$ cat src/fjpt_pkg.sv
package fjpt_pkg;

  typedef struct packed {
    logic [7:0] data_byte;
    logic       first;
    logic       last;
  } byte_word_t;

  typedef struct packed {
    logic [1:0]  kind;
    logic [15:0] key_offset;
    logic [15:0] key_length;
    logic [15:0] value_offset;
    logic [15:0] value_length;
    logic [15:0] pair_index;
  } result_word_t;

  localparam logic [1:0] KIND_PAIR  = 2'd0;
  localparam logic [1:0] KIND_DONE  = 2'd1;
  localparam logic [1:0] KIND_ERROR = 2'd2;
  localparam logic [1:0] KIND_TRUNC = 2'd3;

  localparam logic [7:0] CH_LBRACE = 8'h7B;
  localparam logic [7:0] CH_RBRACE = 8'h7D;
  localparam logic [7:0] CH_QUOTE  = 8'h22;
  localparam logic [7:0] CH_COLON  = 8'h3A;
  localparam logic [7:0] CH_COMMA  = 8'h2C;
  localparam logic [7:0] CH_SPACE  = 8'h20;
  localparam logic [7:0] CH_TAB    = 8'h09;
  localparam logic [7:0] CH_NL     = 8'h0A;

  localparam logic [15:0] PAIR_MAX = 16'hFFFF;

endpackage

$ cat src/fjpt_parser.sv
module fjpt_parser #(
  parameter int POSITION_BITS = 16
) (
  input  logic                  clk,
  input  logic                  rst,
  input  logic                  step,
  input  fjpt_pkg::byte_word_t  word,
  output logic                  emit,
  output fjpt_pkg::result_word_t result
);
  import fjpt_pkg::*;

  localparam int P = POSITION_BITS;
  localparam logic [P-1:0] PosMax = '1;

  localparam logic [3:0] ST_OPEN      = 4'd0;
  localparam logic [3:0] ST_KEY_WAIT  = 4'd1;
  localparam logic [3:0] ST_KEY_START = 4'd2;
  localparam logic [3:0] ST_KEY       = 4'd3;
  localparam logic [3:0] ST_KEY_END   = 4'd4;
  localparam logic [3:0] ST_VAL_WAIT  = 4'd5;
  localparam logic [3:0] ST_VAL_START = 4'd6;
  localparam logic [3:0] ST_VALUE     = 4'd7;
  localparam logic [3:0] ST_VAL_END   = 4'd8;
  localparam logic [3:0] ST_DONE      = 4'd9;
  localparam logic [3:0] ST_HALT      = 4'd10;
  localparam logic [3:0] ST_ERR       = 4'd11;

  logic [3:0]   parse_state, parse_state_next;
  logic [P-1:0] byte_position, byte_position_next;
  logic [P-1:0] cur_key_offset, cur_key_offset_next;
  logic [P-1:0] cur_key_length, cur_key_length_next;
  logic [P-1:0] cur_value_offset, cur_value_offset_next;
  logic [P-1:0] cur_value_length, cur_value_length_next;
  logic [15:0]  pairs_seen, pairs_seen_next;

  logic [3:0]   st_e;
  logic [P-1:0] pos_e, ko_e, kl_e, vo_e, vl_e;
  logic [15:0]  pairs_e;
  logic [3:0]   ns;
  logic         blank, halted, is_err, is_done, is_trunc;

  always_comb begin
    if (word.first) begin
      st_e    = ST_OPEN;
      pos_e   = '0;
      ko_e    = '0;
      kl_e    = '0;
      vo_e    = '0;
      vl_e    = '0;
      pairs_e = '0;
    end else begin
      st_e    = parse_state;
      pos_e   = byte_position;
      ko_e    = cur_key_offset;
      kl_e    = cur_key_length;
      vo_e    = cur_value_offset;
      vl_e    = cur_value_length;
      pairs_e = pairs_seen;
    end
  end

  assign halted = (st_e == ST_DONE) || (st_e == ST_HALT) || (st_e == ST_ERR);
  assign blank  = (word.data_byte inside {CH_SPACE, CH_TAB, CH_NL});

  always_comb begin
    if (st_e != ST_KEY && st_e != ST_VALUE && blank) begin
      ns = st_e;
    end else begin
      case (st_e)
        ST_OPEN:      ns = (word.data_byte == CH_LBRACE) ? ST_KEY_WAIT : ST_ERR;
        ST_KEY_WAIT:  ns = (word.data_byte == CH_QUOTE) ? ST_KEY_START : ST_ERR;
        ST_VAL_WAIT:  ns = (word.data_byte == CH_QUOTE) ? ST_VAL_START : ST_ERR;
        ST_KEY_START,
        ST_KEY:       ns = (word.data_byte == CH_QUOTE) ? ST_KEY_END : ST_KEY;
        ST_VAL_START,
        ST_VALUE:     ns = (word.data_byte == CH_QUOTE) ? ST_VAL_END : ST_VALUE;
        ST_KEY_END:   ns = (word.data_byte == CH_COLON) ? ST_VAL_WAIT : ST_ERR;
        ST_VAL_END: begin
          if (word.data_byte == CH_RBRACE) begin
            ns = ST_DONE;
          end else if (word.data_byte == CH_COMMA) begin
            ns = ST_KEY_WAIT;
          end else begin
            ns = ST_ERR;
          end
        end
        default:      ns = ST_ERR;
      endcase
    end
  end

  assign is_err   = (ns == ST_ERR);
  assign is_done  = (ns == ST_DONE);
  assign is_trunc = word.last && !is_err && !is_done;
  assign emit     = !halted && (is_err || is_done || is_trunc || ns == ST_VAL_END);

  always_comb begin
    byte_position_next    = (pos_e == PosMax) ? pos_e : pos_e + P'(1);
    parse_state_next      = ns;
    cur_key_offset_next   = ko_e;
    cur_key_length_next   = kl_e;
    cur_value_offset_next = vo_e;
    cur_value_length_next = vl_e;
    pairs_seen_next       = pairs_e;
    if (is_err || is_trunc) begin
      parse_state_next = ST_HALT;
    end else if (is_done) begin
      parse_state_next = ST_DONE;
    end else if (ns == ST_KEY) begin
      if (kl_e == '0) begin
        cur_key_offset_next = pos_e;
      end
      if (kl_e != PosMax) begin
        cur_key_length_next = kl_e + P'(1);
      end
    end else if (ns == ST_VALUE) begin
      if (vl_e == '0) begin
        cur_value_offset_next = pos_e;
      end
      if (vl_e != PosMax) begin
        cur_value_length_next = vl_e + P'(1);
      end
    end else if (ns == ST_VAL_END) begin
      if (pairs_e != PAIR_MAX) begin
        pairs_seen_next = pairs_e + 16'd1;
      end
      cur_key_offset_next   = '0;
      cur_key_length_next   = '0;
      cur_value_offset_next = '0;
      cur_value_length_next = '0;
    end
  end

  always_comb begin
    result              = '0;
    result.pair_index   = pairs_e;
    if (is_err) begin
      result.kind = KIND_ERROR;
    end else if (is_done) begin
      result.kind = KIND_DONE;
    end else if (is_trunc) begin
      result.kind = KIND_TRUNC;
    end else begin
      result.kind         = KIND_PAIR;
      result.key_offset   = 16'(ko_e);
      result.key_length   = 16'(kl_e);
      result.value_offset = 16'(vo_e);
      result.value_length = 16'(vl_e);
    end
  end

  always_ff @(posedge clk) begin
    if (rst) begin
      parse_state      <= ST_OPEN;
      byte_position    <= '0;
      cur_key_offset   <= '0;
      cur_key_length   <= '0;
      cur_value_offset <= '0;
      cur_value_length <= '0;
      pairs_seen       <= '0;
    end else if (step && !halted) begin
      parse_state      <= parse_state_next;
      byte_position    <= byte_position_next;
      cur_key_offset   <= cur_key_offset_next;
      cur_key_length   <= cur_key_length_next;
      cur_value_offset <= cur_value_offset_next;
      cur_value_length <= cur_value_length_next;
      pairs_seen       <= pairs_seen_next;
    end
  end

endmodule

$ cat src/fjpt_out_reg.sv
module fjpt_out_reg (
  input  logic                   clk,
  input  logic                   rst,
  input  logic                   load,
  input  fjpt_pkg::result_word_t load_word,
  output logic                   space,
  output logic                   valid,
  input  logic                   ready,
  output fjpt_pkg::result_word_t word
);
  import fjpt_pkg::*;

  assign space = !valid || ready;

  always_ff @(posedge clk) begin
    if (rst) begin
      valid <= 1'b0;
    end else if (load) begin
      valid <= 1'b1;
    end else if (ready) begin
      valid <= 1'b0;
    end
  end

  always_ff @(posedge clk) begin
    if (load) begin
      word <= load_word;
    end
  end

endmodule

$ cat src/flat_json_pair_tokenizer.sv
// Flat JSON pair tokenizer.
// The byte channel (byte_valid, byte_ready, byte_word) takes one byte of a
// flat JSON object per word, with first marking the start of a document and
// last marking the end of the buffer. The result channel (result_valid,
// result_ready, result_word) gives one word for each completed pair, for the
// closing brace, for a syntax error and for a buffer that ends early.
// A byte passes through an input register and is parsed by the state logic;
// its result is then loaded into the output register, from which it is offered.
// One byte is taken every cycle while the result channel keeps up; the rate
// is set by the state update of the parser.
// Reset clears the parser state, the byte position, the pair count and the
// valid flags of both registers; no word is held afterwards.
// When the receiver stalls, the pending result stays in the output register
// and bytes that give no result still flow; byte_ready falls only when a
// byte that gives a result meets a full output register.
module flat_json_pair_tokenizer #(
  parameter int POSITION_BITS = 16
) (
  input  logic                   clk,
  input  logic                   rst,
  input  logic                   byte_valid,
  output logic                   byte_ready,
  input  fjpt_pkg::byte_word_t   byte_word,
  output logic                   result_valid,
  input  logic                   result_ready,
  output fjpt_pkg::result_word_t result_word
);
  import fjpt_pkg::*;

  logic         byte_q_valid;
  byte_word_t   byte_q;
  logic         advance;
  logic         emit;
  logic         space;
  result_word_t parsed;

  assign advance    = byte_q_valid && (!emit || space);
  assign byte_ready = !byte_q_valid || advance;

  always_ff @(posedge clk) begin
    if (rst) begin
      byte_q_valid <= 1'b0;
    end else if (byte_ready) begin
      byte_q_valid <= byte_valid;
    end
  end

  always_ff @(posedge clk) begin
    if (byte_ready && byte_valid) begin
      byte_q <= byte_word;
    end
  end

  fjpt_parser #(
    .POSITION_BITS(POSITION_BITS)
  ) u_parser (
    .clk    (clk),
    .rst    (rst),
    .step   (advance),
    .word   (byte_q),
    .emit   (emit),
    .result (parsed)
  );

  fjpt_out_reg u_out (
    .clk       (clk),
    .rst       (rst),
    .load      (advance && emit),
    .load_word (parsed),
    .space     (space),
    .valid     (result_valid),
    .ready     (result_ready),
    .word      (result_word)
  );

endmodule

$ cat config.mk
export PLATFORM = sky130hd
export DESIGN_NAME = flat_json_pair_tokenizer
export DESIGN_NICKNAME = d
export VERILOG_FILES = /design/src/fjpt_pkg.sv /design/src/fjpt_parser.sv /design/src/fjpt_out_reg.sv /design/src/flat_json_pair_tokenizer.sv
export SDC_FILE = /design/constraint.sdc
export NUM_CORES = 1
export LEC_CHECK = 0
export BUFFER_PORTS_ARGS = -buffer_cell sky130_fd_sc_hd__buf_2
export CORE_ASPECT_RATIO = 0.6
export CORE_MARGIN = 1.5
export CORE_UTILIZATION = 35
export DETAILED_ROUTE_END_ITERATION = 8
export PLACE_DENSITY = 0.56
export SYNTH_ARGS = -nofsm -noshare
export SYNTH_HDL_FRONTEND = slang
export SYNTH_SLANG_ARGS = --single-unit
export TNS_END_PERCENT = 5
$ cat constraint.sdc
create_clock -name clk -period 6.8 [get_ports clk]
set_clock_uncertainty 0.2 [all_clocks]
set_input_delay 0.68 -clock clk [delete_from_list [all_inputs] [get_ports clk]]
set_output_delay 0.68 -clock clk [all_outputs]
set_load 0.005 [all_outputs]
==> insert_results.sql <==
INSERT INTO impl_metrics (metric_group, metric, value, unit) VALUES
('finish', 'diodes', '0', ''),
('clock_tree', 'clock_path_buffers', '2', ''),
('critical_path', 'critical_path_capture_point_type', 'output pin', ''),
('floorplanning', 'floorplan.die.width', '217', 'um'),
('critical_path', 'crit_path_cell_trace', 'or4_4 > o21ai_1 > a21oi_1 > nor3_2 > or3b_1 > nor2_2 > buf_4 > o21bai_1 > or2_2 > buf_2', ''),
('floorplanning', 'floorplan.die_area', '28500', 'um^2'),
('drt', 'drt_pass1_iterations', '6', ''),
('critical_path', 'startpoint_type', 'flop', ''),
('synthesis', 'synth.distinct_cells', '86', ''),
('floorplanning', 'chipHeight', '131', 'um'),
('finish', 'sequential_cell_area', '4800', 'um^2'),
('drt', 'routed_via_density', '5.56', ''),
('grt', 'antenna_found_initial', '0', ''),
('placement', 'place_hpwl', '18100', 'um'),
('grt', 'first_global_vias', '6906', ''),
('finish', 'synthToLayoutAreaGrowth', '14.2', '%'),
('clock_tree', 'post-cts-setup-buffer-count', '0', ''),
('synthesis', 'ys_seq_elements', '194', ''),
('synthesis', 'synthesized_netlist_cell_count', '979', ''),
('grt', 'global_route_wire_length_before_repair', '41700', 'um'),
('critical_path', 'timing.critical_path.arrival', '4.37', 'ns'),
('critical_path', 'timing.critical_path.required', '5.92', 'ns'),
('drt', 'drt-wirelength-per-cell', '18.8', 'um'),
('sta', 'timing.max_slew.rel_slack', '0.171', ''),
('worst_hold_path', 'timing.hold.worst.class', 'input port to flop', ''),
('finish', 'post_route_cells_drive_above_1_share', '0.168', ''),
('critical_path', 'worst_path_largest_cell_delay', '0.70', 'ns'),
('clock_tree', 'htree_levels', '4', ''),
('critical_path', 'ff2ff_setup_slack', '2.14', 'ns'),
('sta', 'tns', '0', 'ns'),
('outcome', 'run_status', 'complete, no violations', ''),
('finish', 'most-common-layout-cells', '102 x dfxtp_1, 97 x buf_2, 92 x edfxtp_1', ''),
('drt', 'dr_total_vias', '7881', ''),
('synthesis', 'fraction_of_registers_with_async_set_reset', '0', ''),
('finish', 'finalNetCount', '1064', ''),
('sta', 'fin_crit_sh', '0.772', ''),
('synthesis', 'synth_enable_flop_cells', '92', ''),
('finish', 'num-fill-cells', '2647', ''),
('grt', 'grt_overflow', '0', ''),
('sta', 'post-route-min-period', '5.25', 'ns'),
('drt', 'drt.antenna.violating_nets', '0', ''),
('sta', 'timing_max_transition_violations_final', '0', ''),
('drt', 'drt_drc_violations_left', '0', ''),
('placement', 'gp_congestion', '0.903', ''),
('grt', 'pin_count_of_the_biggest_net_entering_global_routing', '72', ''),
('synthesis', 'number_of_warnings_printed_during_yosys_synthesis', '0', ''),
('clock_tree', 'ctsResizeCount', '0', ''),
('power', 'power.density_cell_area', '227', 'nW/um^2'),
('synthesis', 'netlist.top_cell.by_area', 'edfxtp_1', ''),
('critical_path', 'timing.critical_path.fanout_max', '27', ''),
('synthesis', 'post-synth-top-area-fraction', '0.287', ''),
('power', 'p_leak', '0.00393', 'uW'),
('clock_tree', 'cts_tree', 'built', ''),
('floorplanning', 'placementRows', '46', ''),
('placement', 'io_buffer_count', '97', ''),
('floorplanning', 'design.core.area', '26700', 'um^2'),
('floorplanning', 'ios', '98', ''),
('finish', 'post-route-util', '0.411', ''),
('clock_tree', 'cts.clk_slew.worst_paths', '0.07', 'ns'),
('critical_path', 'slowest_cell_on_the_critical_path', 'nor3_2', ''),
('finish', 'postLayoutCellArea', '11000', 'um^2'),
('finish', 'layout.cells.most_common', 'dfxtp_1', ''),
('critical_path', 'worst_setup_path_category', 'flop to output pin', ''),
('clock_tree', 'numCtsBuffers', '17', ''),
('placement', 'detailed_place.area', '10400', 'um^2'),
('flow_run', 'cap_violations', '0', ''),
('synthesis', 'mappedNetlistNets', '999', ''),
('synthesis', 'cell_area_after_synthesis', '9620', 'um^2'),
('finish', 'multi_input_comb_area', '4470', 'um^2'),
('clock_tree', 'num_clock_sinks', '194', ''),
('sta', 'rsz0062_at_grt', 'no', '');
==> flip-flops by register name, indices dropped and copies added (netlist names) <==
signal                     cells
byte_q                        10
byte_q_valid                   1
u_out.valid                    1
u_out.word                    82
u_parser.byte_position        16
u_parser.cur_key_length       16
u_parser.cur_key_offset       16
u_parser.cur_value_length     16
u_parser.cur_value_offset     16
u_parser.pairs_seen           16
u_parser.parse_state           4
==> where the power goes <==
| part | internal [uW] | switching, uW | leakage (uW) |
|---|---|---|---|
| registers | 1260 | 22.8 | 0.00167 |
| logic | 62.3 | 134 | 0.00197 |
| clock network | 547 | 474 | 0.000283 |
| total | 1870 | 631 | 0.00393 |
==> layer usage <==
metal  up-vias  track usage  wire, um
met5         -            0         0
met4         0       0.0367       193
met3        16       0.0463      1900
met2       291        0.221      9970
met1      3786        0.323     14600
li1       3788            -         -
==> stage by stage <==
step	instances	hold slack (ns)	total power (uW)	setup WS, ns
2_1_floorplan	979	0.240	1430	0.388
3_3_place_gp	1385	0.255	1500	2.14
3_5_place_dp	1385	0.262	1500	2.08
4_1_cts	1417	0.181	2520	1.57
5_1_grt	1417	0.180	2590	1.31
6_report	1417	0.200	2500	1.55
==> worst paths after layout <==
kind	startpoint	end	depth (start not counted)
worst max-delay path	byte_q[4]	byte_ready	10
worst min-delay path	byte_word[9]	byte_q[9]	1
worst max register to register	byte_q[4]	u_out.word[44]	10
worst min register to register	u_parser.pairs_seen[7]	u_parser.pairs_seen[7]	2
==> cell type report <==
| class | instances | share of cell area |
|---|---|---|
| multi-input cells | 701 | 0.407 |
| clock buffers | 18 | 0.0391 |
| repair buffers | 114 | 0.0558 |
| well taps | 360 | 0.0410 |
| clock inverters | 14 | 0.0145 |
| inverters | 16 | 0.00547 |
| flip-flops and latches | 194 | 0.438 |
==> cell usage after synthesis (17+ instances only) <==
master and instances:
clkbuf_1 43, o21a_1 17, nor3_1 24, dfxtp_1 102
nor2b_1 24, a22o_1 31, nand3_1 30, a31oi_1 19
or3_1 17, a21o_1 19, and2_1 63, mux2i_1 20
nand2_1 85, o21ai_1 20, o21ai_0 36, buf_2 17
nor2_1 53, a21oi_1 69, edfxtp_1 92
==> worst max-delay path, delay by kind of cell, from the launching register on <==
| family | cells | cell delay, ns |
|---|---|---|
| compound gates | 3 | 0.49 |
| simple gates | 5 | 2.47 |
| buf+inv | 2 | 0.47 |
| flops | 1 | 0.47 |
==> cell families (layout without fill, tap and decap cells) <==
kind of cell | count (synthesis) | after routing | synth area share
AO/OA/AOI/OAI | 284 | 284 | 0.199
buffers and inverters | 84 | 162 | 0.0381
XOR/XNOR | 1 | 1 | 0.000911
AND/OR/NAND/NOR | 389 | 389 | 0.233
flip-flops | 194 | 194 | 0.499
multiplexers | 21 | 21 | 0.0220
adder cells (fa/ha/maj) | 6 | 6 | 0.00780
Note: power is estimated with default switching activity, not from simulation.
